### config.mk
export PLATFORM = sky130hd
export DESIGN_NAME = ink_point_stream_decoder
export DESIGN_NICKNAME = d
export VERILOG_FILES = /design/src/rtl/ipsd_pkg.sv /design/src/rtl/ipsd_cfg_regs.sv /design/src/rtl/ipsd_decode.sv /design/src/rtl/ipsd_top_wrap_placeholder.sv /design/src/rtl/ink_point_stream_decoder.sv
export SDC_FILE = /design/constraint.sdc
export NUM_CORES = 1
export LEC_CHECK = 0
export BUFFER_PORTS_ARGS = -buffer_cell sky130_fd_sc_hd__buf_2
export CORE_UTILIZATION = 56
export CTS_BUF_LIST = sky130_fd_sc_hd__clkbuf_8
export DETAILED_ROUTE_END_ITERATION = 10
export GPL_TIMING_DRIVEN = 1
export HOLD_SLACK_MARGIN = 0.12
export PLACE_DENSITY = 0.79
export SYNTH_ARGS = -nofsm -noshare
export SYNTH_HDL_FRONTEND = slang
export SYNTH_SLANG_ARGS = --single-unit
export TNS_END_PERCENT = 20
### constraint.sdc
create_clock -name clk -period 8.94 [get_ports clk]
set_input_delay 0 -clock clk [delete_from_list [all_inputs] [get_ports clk]]
set_output_delay 0 -clock clk [all_outputs]
set_load 0.05 [all_outputs]
### src/rtl/ipsd_pkg.sv
// Package for the ink point stream decoder.
// Holds result codes, register indexes, reset values, shared structs and
// the hex digit helper. No dependencies.
package ipsd_pkg;

  localparam int DefPointLimit  = 4096;
  localparam int DefStrokeLimit = 256;

  localparam logic [1:0] KIND_NONE  = 2'd0;
  localparam logic [1:0] KIND_POINT = 2'd1;
  localparam logic [1:0] KIND_SEP   = 2'd2;

  localparam logic [1:0] REG_MAX_X       = 2'd0;
  localparam logic [1:0] REG_AREA_TOP    = 2'd1;
  localparam logic [1:0] REG_AREA_BOTTOM = 2'd2;

  localparam logic [9:0] MAX_X_RST       = 10'd319;
  localparam logic [9:0] AREA_TOP_RST    = 10'd0;
  localparam logic [9:0] AREA_BOTTOM_RST = 10'd239;

  localparam logic [3:0] CHUNK_LAST_POS = 4'd9;
  localparam logic [3:0] SEP_F_COUNT    = 4'd8;
  localparam logic [7:0] CHAR_UPPER_F   = 8'h46;
  localparam logic [7:0] CHAR_ZERO      = 8'h30;
  localparam logic [15:0] DROP_COORD    = 16'hFFFF;

  typedef struct packed {
    logic [9:0] max_x;
    logic [9:0] area_top;
    logic [9:0] area_bottom;
  } cfg_t;

  typedef struct packed {
    logic [39:0] bytes;
    logic [3:0]  fill;
    logic        sep_text;
    logic        prev_sep;
    logic        lead_bad;
  } chunk_t;

  typedef struct packed {
    logic [1:0]  kind;
    logic [9:0]  x_pos;
    logic [9:0]  y_pos;
    logic        erase_bit;
    logic [1:0]  size_index;
    logic [3:0]  colour_index;
    logic        stroke_begins;
    logic [11:0] slot_index;
    logic        done_res;
    logic [12:0] point_total;
    logic [8:0]  stroke_total;
  } result_t;

  localparam chunk_t CHUNK_RST = '{bytes: '0, fill: '0, sep_text: 1'b1,
                                   prev_sep: 1'b0, lead_bad: 1'b0};

  // bit 4 set marks a valid digit, bits 3:0 carry its value
  function automatic logic [4:0] hex_digit(input logic [7:0] c);
    logic [4:0] r;
    r = 5'd0;
    if (c >= 8'h30 && c <= 8'h39) r = {1'b1, 4'(c - 8'h30)};
    else if (c >= 8'h41 && c <= 8'h46) r = {1'b1, 4'(c - 8'h37)};
    else if (c >= 8'h61 && c <= 8'h66) r = {1'b1, 4'(c - 8'h57)};
    return r;
  endfunction

endpackage

### src/rtl/ipsd_cfg_regs.sv
// Configuration registers of the ink point stream decoder.
// Depends on ipsd_pkg for register indexes and reset values.
module ipsd_cfg_regs import ipsd_pkg::*; (
  input  logic       clk,
  input  logic       rst,
  input  logic       wr_en,
  input  logic [1:0] wr_index,
  input  logic [9:0] wr_data,
  output cfg_t       cfg
);

  always_ff @(posedge clk) begin
    if (rst) begin
      cfg.max_x       <= MAX_X_RST;
      cfg.area_top    <= AREA_TOP_RST;
      cfg.area_bottom <= AREA_BOTTOM_RST;
    end else if (wr_en) begin
      unique case (wr_index)
        REG_MAX_X:       cfg.max_x       <= wr_data;
        REG_AREA_TOP:    cfg.area_top    <= wr_data;
        REG_AREA_BOTTOM: cfg.area_bottom <= wr_data;
        default: ;
      endcase
    end
  end

endmodule

### src/rtl/ipsd_decode.sv
// Single-pass decode of one character: chunk assembly, point and separator
// classification, clamping and counter update. Depends on ipsd_pkg.
module ipsd_decode import ipsd_pkg::*; #(
  parameter int POINT_LIMIT  = DefPointLimit,
  parameter int STROKE_LIMIT = DefStrokeLimit,
  localparam int PW = $clog2(POINT_LIMIT + 1),
  localparam int SW = $clog2(STROKE_LIMIT + 1)
) (
  input  logic [7:0]    ch,
  input  logic          last,
  input  cfg_t          cfg,
  input  chunk_t        st,
  input  logic [PW-1:0] points,
  input  logic [SW-1:0] strokes,
  output chunk_t        st_next,
  output logic [PW-1:0] points_next,
  output logic [SW-1:0] strokes_next,
  output logic          res_valid,
  output result_t       res
);

  logic [4:0]     dig;
  logic [2:0]     k;
  logic [7:0]     cur_byte;
  logic [7:0]     v;
  logic [7:0]     sep_ch;
  logic [39:0]    bytes_new;
  logic           sep_now;
  logic           complete;
  logic           room;
  logic           starts;
  logic [15:0]    x_raw;
  logic [15:0]    y_raw;
  logic [15:0]    y_top;
  logic [15:0]    y_clamp;
  logic [7:0]     prop;
  logic [PW+12:0] pt_ext;
  logic [PW+11:0] slot_ext;
  logic [SW+8:0]  sk_ext;

  assign dig      = hex_digit(ch);
  assign k        = st.fill[3:1];
  assign cur_byte = st.bytes[8*k +: 8];
  assign sep_ch   = (st.fill < SEP_F_COUNT) ? CHAR_UPPER_F : CHAR_ZERO;
  assign sep_now  = st.sep_text && (ch == sep_ch);
  assign complete = (st.fill == CHUNK_LAST_POS);

  always_comb begin
    if (!st.fill[0]) v = dig[4] ? {4'd0, dig[3:0]} : 8'd0;
    else if (!st.lead_bad && dig[4]) v = {cur_byte[3:0], dig[3:0]};
    else v = cur_byte;
    bytes_new = st.bytes;
    bytes_new[8*k +: 8] = v;
  end

  assign x_raw   = bytes_new[15:0];
  assign y_raw   = bytes_new[31:16];
  assign prop    = bytes_new[39:32];
  assign y_top   = (y_raw < {6'd0, cfg.area_top}) ? {6'd0, cfg.area_top} : y_raw;
  assign y_clamp = (y_top > {6'd0, cfg.area_bottom}) ? {6'd0, cfg.area_bottom} : y_top;
  assign room    = (points < PW'(POINT_LIMIT)) && (strokes < SW'(STROKE_LIMIT));
  assign starts  = (points == '0) || st.prev_sep;

  always_comb begin
    logic [PW-1:0] pts;
    logic [SW-1:0] sks;
    logic          emit;
    pts     = points;
    sks     = strokes;
    emit    = 1'b0;
    res     = '0;
    st_next = st;
    st_next.bytes    = bytes_new;
    st_next.fill     = st.fill + 4'd1;
    st_next.sep_text = sep_now;
    if (!st.fill[0]) st_next.lead_bad = !dig[4];

    if (complete) begin
      if (room) begin
        if (sep_now) begin
          res.kind       = KIND_SEP;
          pts  = points + PW'(1);
          st_next.prev_sep = 1'b1;
          emit = 1'b1;
        end else if (x_raw != DROP_COORD || y_raw != DROP_COORD) begin
          res.kind          = KIND_POINT;
          res.x_pos         = (x_raw > {6'd0, cfg.max_x}) ? cfg.max_x : x_raw[9:0];
          res.y_pos         = y_clamp[9:0];
          res.erase_bit     = prop[0];
          res.size_index    = prop[2:1];
          res.colour_index  = prop[6:3];
          res.stroke_begins = starts;
          pts  = points + PW'(1);
          if (starts) sks = strokes + SW'(1);
          st_next.prev_sep = 1'b0;
          emit = 1'b1;
        end
      end
      st_next.bytes    = '0;
      st_next.fill     = '0;
      st_next.sep_text = 1'b1;
      st_next.lead_bad = 1'b0;
    end

    slot_ext         = {12'd0, points};
    if (emit) res.slot_index = slot_ext[11:0];
    pt_ext           = {13'd0, pts};
    sk_ext           = {9'd0, sks};
    res.done_res     = last;
    res.point_total  = pt_ext[12:0];
    res.stroke_total = sk_ext[8:0];
    res_valid        = emit || last;

    points_next  = pts;
    strokes_next = sks;
    if (last) begin
      st_next      = CHUNK_RST;
      points_next  = '0;
      strokes_next = '0;
    end
  end

endmodule

### src/rtl/ipsd_top_wrap_placeholder.sv
// Output staging register of the ink point stream decoder.
// Holds one result item until the downstream side takes it. Depends on ipsd_pkg.
module ipsd_out_reg import ipsd_pkg::*; (
  input  logic    clk,
  input  logic    rst,
  input  logic    load,
  input  logic    load_valid,
  input  result_t load_res,
  input  logic    stall,
  output logic    free,
  output logic    valid,
  output result_t res
);

  assign free = !valid || !stall;

  always_ff @(posedge clk) begin
    if (rst) begin
      valid <= 1'b0;
    end else if (free) begin
      valid <= load && load_valid;
    end
  end

  always_ff @(posedge clk) begin
    if (free && load && load_valid) res <= load_res;
  end

endmodule

### src/rtl/ink_point_stream_decoder.sv
// Top level of the ink point stream decoder: input register, chunk state,
// decode and output register. Depends on ipsd_pkg, ipsd_cfg_regs,
// ipsd_decode and ipsd_out_reg.
//
//  channel | signals                          | handshake
//  --------+----------------------------------+----------------------
//  input   | char_in, last_char               | in_valid / in_stall
//  output  | kind .. stroke_total             | out_valid / out_stall
//  config  | cfg_index, cfg_data              | cfg_valid / cfg_ready
//
// One character per cycle while in_stall is low; a taken character is held in the input
// register, then decoded, and any result it yields is loaded into the result register.
// Reset clears the chunk state, both counters and restores the registers.
// A stalled output holds the result register and then the input register;
// in_stall rises only while both are full.
module ink_point_stream_decoder import ipsd_pkg::*; #(
  parameter int POINT_LIMIT  = DefPointLimit,
  parameter int STROKE_LIMIT = DefStrokeLimit
) (
  input  logic        clk,
  input  logic        rst,
  input  logic        in_valid,
  output logic        in_stall,
  input  logic [7:0]  char_in,
  input  logic        last_char,
  output logic        out_valid,
  input  logic        out_stall,
  output logic [1:0]  kind,
  output logic [9:0]  x_pos,
  output logic [9:0]  y_pos,
  output logic        erase_bit,
  output logic [1:0]  size_index,
  output logic [3:0]  colour_index,
  output logic        stroke_begins,
  output logic [11:0] slot_index,
  output logic        done_res,
  output logic [12:0] point_total,
  output logic [8:0]  stroke_total,
  input  logic        cfg_valid,
  output logic        cfg_ready,
  input  logic [1:0]  cfg_index,
  input  logic [9:0]  cfg_data
);

  localparam int PW = $clog2(POINT_LIMIT + 1);
  localparam int SW = $clog2(STROKE_LIMIT + 1);

  cfg_t          cfg;
  chunk_t        st;
  chunk_t        st_next;
  logic [PW-1:0] points;
  logic [PW-1:0] points_next;
  logic [SW-1:0] strokes;
  logic [SW-1:0] strokes_next;
  logic          s1_valid;
  logic [7:0]    s1_char;
  logic          s1_last;
  logic          s1_adv;
  logic          in_take;
  logic          out_free;
  logic          dec_valid;
  result_t       dec_res;
  result_t       o_res;

  assign cfg_ready = 1'b1;

  ipsd_cfg_regs u_cfg (
    .clk      (clk),
    .rst      (rst),
    .wr_en    (cfg_valid && cfg_ready),
    .wr_index (cfg_index),
    .wr_data  (cfg_data),
    .cfg      (cfg)
  );

  assign s1_adv   = s1_valid && out_free;
  assign in_stall = s1_valid && !out_free;
  assign in_take  = in_valid && !in_stall;

  always_ff @(posedge clk) begin
    if (rst) begin
      s1_valid <= 1'b0;
    end else if (in_take) begin
      s1_valid <= 1'b1;
    end else if (s1_adv) begin
      s1_valid <= 1'b0;
    end
  end

  always_ff @(posedge clk) begin
    if (in_take) begin
      s1_char <= char_in;
      s1_last <= last_char;
    end
  end

  ipsd_decode #(
    .POINT_LIMIT  (POINT_LIMIT),
    .STROKE_LIMIT (STROKE_LIMIT)
  ) u_decode (
    .ch           (s1_char),
    .last         (s1_last),
    .cfg          (cfg),
    .st           (st),
    .points       (points),
    .strokes      (strokes),
    .st_next      (st_next),
    .points_next  (points_next),
    .strokes_next (strokes_next),
    .res_valid    (dec_valid),
    .res          (dec_res)
  );

  always_ff @(posedge clk) begin
    if (rst) begin
      st      <= CHUNK_RST;
      points  <= '0;
      strokes <= '0;
    end else if (s1_adv) begin
      st      <= st_next;
      points  <= points_next;
      strokes <= strokes_next;
    end
  end

  ipsd_out_reg u_out (
    .clk        (clk),
    .rst        (rst),
    .load       (s1_adv),
    .load_valid (dec_valid),
    .load_res   (dec_res),
    .stall      (out_stall),
    .free       (out_free),
    .valid      (out_valid),
    .res        (o_res)
  );

  assign kind          = o_res.kind;
  assign x_pos         = o_res.x_pos;
  assign y_pos         = o_res.y_pos;
  assign erase_bit     = o_res.erase_bit;
  assign size_index    = o_res.size_index;
  assign colour_index  = o_res.colour_index;
  assign stroke_begins = o_res.stroke_begins;
  assign slot_index    = o_res.slot_index;
  assign done_res      = o_res.done_res;
  assign point_total   = o_res.point_total;
  assign stroke_total  = o_res.stroke_total;

  a_fill_range: assert property (@(posedge clk) disable iff (rst)
    st.fill <= CHUNK_LAST_POS)
    else $error("chunk fill out of range");

  a_none_is_done: assert property (@(posedge clk) disable iff (rst)
    (out_valid && kind == KIND_NONE) |-> done_res)
    else $error("empty result without done");

  a_start_on_point: assert property (@(posedge clk) disable iff (rst)
    (out_valid && stroke_begins) |-> kind == KIND_POINT)
    else $error("stroke start on non-point");

  a_stall_full: assert property (@(posedge clk) disable iff (rst)
    in_stall |-> (s1_valid && out_valid && out_stall))
    else $error("input stalled with free space");

  a_done_clears: assert property (@(posedge clk) disable iff (rst)
    (s1_adv && s1_last) |=> (points == '0 && strokes == '0 && st.fill == '0))
    else $error("stream state not cleared after last character");

endmodule
==> flow_metrics.tcl, run 1 <==
set metrics [dict create \
    fillerInstances 1373 \
    place.gp.congestion 0.960 \
    core_area_um2 16500 \
    pin_count 94 \
    post_drt_via_cell_ratio 6.12 \
    p_comb_share_pct 9.6 \
    peakVddDrop_uv 101 \
    critPathMaxStageDelay_ns 0.94 \
    grt_usage_pct 29.3 \
    fin_crit_sh_pct 81.6 \
    crit_family "compound AO/OA/AOI/OAI gates" \
    ys.flop_type "dfxtp_1" \
    async_flop_share_pct 0 \
    dp_hpwl_um 17100 \
    place.port_buffers 92 \
    grt_pass1_vias 7785 \
    start_util_pct 57.2 \
    numCtsBuffers 17 \
    drcViolationCount 0 \
    wl_met2_um 12300 \
    power.total_mw 1.48 \
    die_x_um 132 \
    tns_ns 0 \
    hold_class "primary input to flop" \
    outcome "finished clean" \
    top_layer_used "met4" \
    critPathKind "flop to flop" \
    ys_types 81 \
    cap_violations 0 \
    slew_headroom_pct 31.6 \
    switching_share_pct 27.1 \
    cellLeakagePower_nw 4.07 \
    grt_pass1_wl_um 40400 \
    hold_viol 0 \
    cts_resized 0 \
    path_clk_slew_ns 0.09 \
    p_switching_mw 0.401 \
    tightest_slew_ns 1.02 \
    crit_path_start_kind "flop" \
    dr_wl_met3_um 1670 \
    cts_tree "yes" \
    crit_fanout 23 \
    die_height_um 132 \
    ant_nets 0 \
    nets 1185 \
    cell_internal_pwr_mw 1.08 \
    maxSlewViolCount 0 \
    synth_edf_count 74 \
    grt_start_max_net_pins 87 \
    antenna_found_initial 0 \
    postSynthCellCount 1027 \
    syn_area_per_cell_um2 9.20 \
    drive_gt1_share_pct 15.0 \
    first_pass_iters 7 \
    period_needed_ns 7.30 \
    final_cells 1350 \
    areaGrowthSynthToFinish_pct 13.0 \
    die_area_um2 17400 \
    routed_wl_um 25100 \
    cts_sinks 175 \
    arrival_ns 7.50 \
    antenna_cells 0 \
    grt_remaining_overflow 0 \
    clk_latency_ns 0.47 \
    seq_power_share_pct 57.8 \
    rsz0062_at_grt "no" \
    finalSetupViolCount 0 \
    worstPathRequired_ns 9.15 \
    power_density_nw_per_um2 139 \
    synth-seq-area-share_pct 44.9 \
    netlist_area_um2 9450 \
    synth-seq-cells 175 \
    critPathBufInv 2 \
    placementRows 47 \
    routedWlPerCell_um 18.6 \
    cpMaxStageDelayCell "dfxtp_1" \
    placed_cells 1288 \
    ys_warn_count 0 \
    wl_met1_um 10600 \
    fmax_ghz 0.137 \
    cts_max_level 4 \
    postCtsSetupRepairBufs 0 \
    drtIter0Drc 921 \
    clockRootBuffer "clkbuf_8" \
    fin_skew_ns 0.0185 \
    critPathCaptureType "flop" \
    via_count 8260 \
    clk_path_buf_depth 2 \
    clkPwrFrac_pct 32.6 \
    synth_nets 1095 \
]
layout by cell type (no fill, tap or decap), types with 8 or more instances in the layout:
cell / instances
buf_2: 92
nor3_1: 34
mux2_2: 19
nand2_1: 84
and3_1: 23
dfxtp_1: 101
buf_4: 12
nor2b_1: 8
mux2i_1: 33
dlygate4sd3_1: 30
a22o_1: 13
edfxtp_1: 74
a22oi_1: 36
o311ai_0: 10
a21oi_1: 42
inv_1: 52
o21ai_0: 41
nand4_1: 22
nor2_1: 139
xnor2_1: 18
ha_1: 42
a31oi_1: 15
nand3_1: 35
clkbuf_8: 17
o211ai_1: 8
logic make-up (layout without fill, tap and decap cells):
kind of cell	Yosys count	after routing	synth area share, %
AOI/OAI and AO/OA	224	224	16.5
and+or+nand+nor	395	395	20.1
adders and majority gates	42	42	5.56
other	1	1	0.0397
muxes	54	54	6.24
xor gates and xnor gates	21	21	1.95
DFF	175	175	44.9
buffers and inverters	115	218	4.75
worst register-to-register path: stages, from the launching register on:
cell,delay [ns]
dfxtp_1,0.94
inv_1,0.27
ha_1,0.26
ha_1,0.32
o31a_1,0.19
nand2_1,0.22
nor4b_1,0.36
buf_4,0.20
a22o_1,0.21
ha_1,0.27
a21o_1,0.18
a211oi_1,0.30
nand2_1,0.09
a221oi_1,0.21
o21ai_0,0.20
a2111oi_4,0.70
mux2_2,0.43
ha_1,0.28
nor2b_1,0.13
o21a_1,0.15
o21ai_0,0.15
nand2b_1,0.07
a21oi_1,0.14
o21ai_0,0.08
o21ai_0,0.10
nand2_2,0.24
mux2_2,0.31
nor2_2,0.03
through the flow:
stage / area [um2] / setup slack [ns] / util, % / hold WS (ns)
after floorplan: 9450 / 0.518 / - / 0.0989
after global placement: 10000 / 1.97 / 60.8 / 0.188
after detailed placement: 10000 / 1.80 / 60.8 / 0.179
after CTS: 10700 / 1.75 / 64.6 / 0.120
after global routing: 10700 / 1.20 / 64.6 / 0.184
final: 10700 / 1.64 / 64.6 / 0.158
Yosys cell counts (8+ instances only):
cell type	number	area, um2
nor2_1	139	522
dfxtp_1	101	2020
nand2_1	84	315
edfxtp_1	74	2220
clkbuf_1	53	199
inv_1	51	191
a21oi_1	43	215
ha_1	42	526
o21ai_0	42	210
a22oi_1	36	270
nand3_1	35	175
nor3_1	35	175
mux2i_1	33	330
and3_1	23	144
nand4_1	22	138
mux2_2	19	214
xnor2_1	18	158
a31oi_1	15	93.8
a22o_1	13	114
o311ai_0	10	87.6
nor2b_1	8	50.1
o211ai_1	8	60.1
timing repair:
| item | CTS | global route |
|---|---|---|
| hold endpoints to repair | 50 | 0 |
| hold buffers | 30 | 0 |
| endpoints found under the setup margin | 0 | 0 |
flip-flops by register name, indices dropped and copies added (netlist names):
signal,flops
u_out.res,65
u_out.valid,1
s1_valid,1
s1_char,8
st,47
points,13
s1_last,1
strokes,9
u_cfg.cfg,30
power by group through the flow:
| stage | Combinational [mW] | Sequential [mW] | Clock, mW |
|---|---|---|---|
| 6_report | 0.143 | 0.857 | 0.484 |
| 5_1_grt | 0.152 | 0.858 | 0.525 |
| 4_1_cts | 0.141 | 0.856 | 0.489 |
| 3_5_place_dp | 0.131 | 0.875 | 0 |
| 3_3_place_gp | 0.129 | 0.874 | 0 |
| 2_1_floorplan | 0.0714 | 0.897 | 0 |
layout make-up:
| class | count | area [um2] | share of cell area [%] |
|---|---|---|---|
| clock buffer | 17 | 234 | 2.19 |
| clock inverter | 15 | 96.3 | 0.903 |
| inverter | 52 | 195 | 1.83 |
| multi-input combinational | 737 | 4780 | 44.8 |
| sequential | 175 | 4240 | 39.8 |
| tap | 220 | 275 | 2.58 |
| timing repair buffer | 134 | 851 | 7.97 |
per-layer routing:
layer	vias up	track usage [%]
li1	3937	-
met1	3887	38.4
met2	381	48.5
met3	55	5.61
met4	0	10.6
met5	-	0
final timing paths:
check	startpoint	endpoint	slack, ns	cells past startpoint
setup / recovery	st[5]	u_out.res[43]	1.64	27
hold / removal	cfg_valid	u_cfg.cfg[4]	0.16	4
setup reg to reg	st[5]	u_out.res[43]	1.64	27
hold reg to reg	u_cfg.cfg[9]	u_cfg.cfg[9]	0.49	2
Note: power is estimated with default switching activity, not from simulation.
==> run 2: changes to the inputs <==
Clock period 8.94 ns to 6 ns, I/O delays scaled along.
==> run 2 against run 1 <==
  * Combinational power grew 67%
  * Fmax grew 23%
  * Clock-buffer cell count grew 1
  * Register-to-register slack lost 1.6 ns
  * Largest power group unchanged
  * Critical path depth is the same
  * Critical path type unchanged
  * First-iteration DRC count shrank 1.2%
  * Clock power grew 77%
==> flow_metrics.tcl, run 2 (synthesis results as in run 1) <==
set metrics [dict create \
    hold_class "primary input to flop" \
    critPathCaptureType "flop" \
    cts_max_level 4 \
    critPathMaxStageDelay_ns 0.58 \
    final-seq-area_um2 4240 \
    die_area_um2 17400 \
    grt_remaining_overflow 0 \
    cts_sinks 175 \
    pin_count 94 \
    path_common_cell "buf_4" \
    antenna_found_initial 0 \
    finalSetupViolCount 0 \
    grt_pass1_vias 8003 \
    drtIter0Drc 910 \
    tightest_slew_ns 1.01 \
    peakVddDrop_uv 155 \
    worstPathRequired_ns 6.23 \
    die_x_um 132 \
    path_clk_slew_ns 0.10 \
    ant_nets 0 \
    cap_violations 0 \
    areaGrowthSynthToFinish_pct 18.8 \
    numCtsBuffers 17 \
    routedWlPerCell_um 18.5 \
    arrival_ns 6.17 \
    maxSlewViolCount 0 \
    crit_fanout 5 \
    final_common_cell "nor2_1" \
    dpl_worst_slack_ns -0.0769 \
    grt_pass1_wl_um 41100 \
    post_drt_via_cell_ratio 6.09 \
    layout_common_cells "139 x nor2_1, 101 x dfxtp_1, 92 x buf_2" \
    fin_crit_sh_pct 99.1 \
    hold_viol 0 \
    place.port_buffers 92 \
    grt_usage_pct 29.9 \
    whs_ns 0.130 \
    place.gp.congestion 0.948 \
    multi_input_area_um2 4890 \
    place_area_um2 10300 \
    fillerInstances 1259 \
    drive_gt1_share_pct 19.1 \
    outcome "finished clean" \
    die_height_um 132 \
    regMostFlops "u_out.res" \
    clockRootBuffer "clkbuf_8" \
    fin_area_um2 11200 \
    fmax_ghz 0.168 \
    top_regs "u_out.res x65, st x47, u_cfg.cfg x30" \
    drcViolationCount 0 \
    grt_start_max_net_pins 87 \
    fin_skew_ns 0.0210 \
    slew_headroom_pct 32.8 \
    core_area_um2 16500 \
    critPathKind "flop to flop" \
    nets 1231 \
    period_needed_ns 5.94 \
    cts_tree "yes" \
    placementRows 47 \
    cpMaxStageDelayCell "or4b_4" \
    first_pass_iters 5 \
    clk_path_buf_depth 2 \
    antenna_cells 0 \
    dp_hpwl_um 17600 \
    worst_slack_ns 0.0551 \
    via_count 8505 \
    clk_latency_ns 0.49 \
    largest_reg_flops 65 \
    power_density_nw_per_um2 211 \
    start_util_pct 57.2 \
    crit_path_start_kind "flop" \
    cellLeakagePower_nw 4.36 \
    routed_wl_um 25900 \
]
## run 2: cell types whose count changed in the layout (fill, tap and decap cells not counted), moves of 5 or more
cell and delta:
dlygate4sd3_1 +5, buf_4 +40, mux2_4 +5, clkinv_4 +5, mux2_2 -5
## run 2: path summary, 6_finish.rpt
| kind | from | to | slack [ns] | depth (start not counted) |
|---|---|---|---|---|
| min | cfg_index[1] | u_cfg.cfg[4] | 0.13 | 4 |
| max | s1_char[7] | u_out.res[44] | 0.06 | 27 |
| min reg2reg | st[1] | st[1] | 0.48 | 2 |
| max reg2reg | s1_char[7] | u_out.res[44] | 0.06 | 27 |
## run 2: what timing repair did
item                                    in CTS  in global routing
cloned                                       0                  0
endpoints found under the setup margin      10                 10
setup buffers                                3                  6
hold buffers                                35                  0
hold endpoints to repair                    52                  0
resized for setup                            0                 22
pin swaps                                    2                  7
## run 2: worst max-delay path, delay by kind of cell, from the launching register on
kind | cells | cell delay, ns
flops | 1 | 0.41
buf+inv | 3 | 0.51
mux | 2 | 0.49
simple gates | 8 | 1.68
compound gates | 12 | 2.21
fa+ha+maj | 2 | 0.38
## run 2: metal layers
metal,global-route usage [%],part of all wire [%],up-vias,wire [um]
li1,-,-,4025,-
met4,13.8,3.5,0,914
met5,0,0,-,0
met3,5.65,6.1,85,1580
met1,37.8,41,4025,10700
met2,49.6,49,370,12700
## run 2: final cells by class
type / count / area share (%)
Timing Repair Buffer: 180 / 10.8
Sequential cell: 175 / 37.8
Multi-Input combinational cell: 737 / 43.6
Clock buffer: 18 / 2.21
Clock inverter: 14 / 1.41
Inverter: 52 / 1.74
Tap cell: 220 / 2.45
## run 2: power breakdown
group | switching [mW] | total [mW] | leakage (nW) | internal [mW]
logic | 0.152 | 0.239 | 2.63 | 0.0871
registers | 0.0158 | 1.27 | 1.52 | 1.26
clock network | 0.467 | 0.857 | 0.215 | 0.389
total | 0.635 | 2.37 | 4.36 | 1.74
## run 2: per-stage QoR
step | power (mW) | instances | utilization, % | setup TNS (ns)
floorplan | 1.44 | 1027 | - | -4.28
global placement | 1.50 | 1320 | 62.3 | 0
detailed placement | 1.51 | 1320 | 62.3 | -0.208
CTS | 2.35 | 1390 | 67.0 | 0
global route | 2.44 | 1396 | 67.9 | -1.22
finish | 2.37 | 1396 | 67.9 | 0
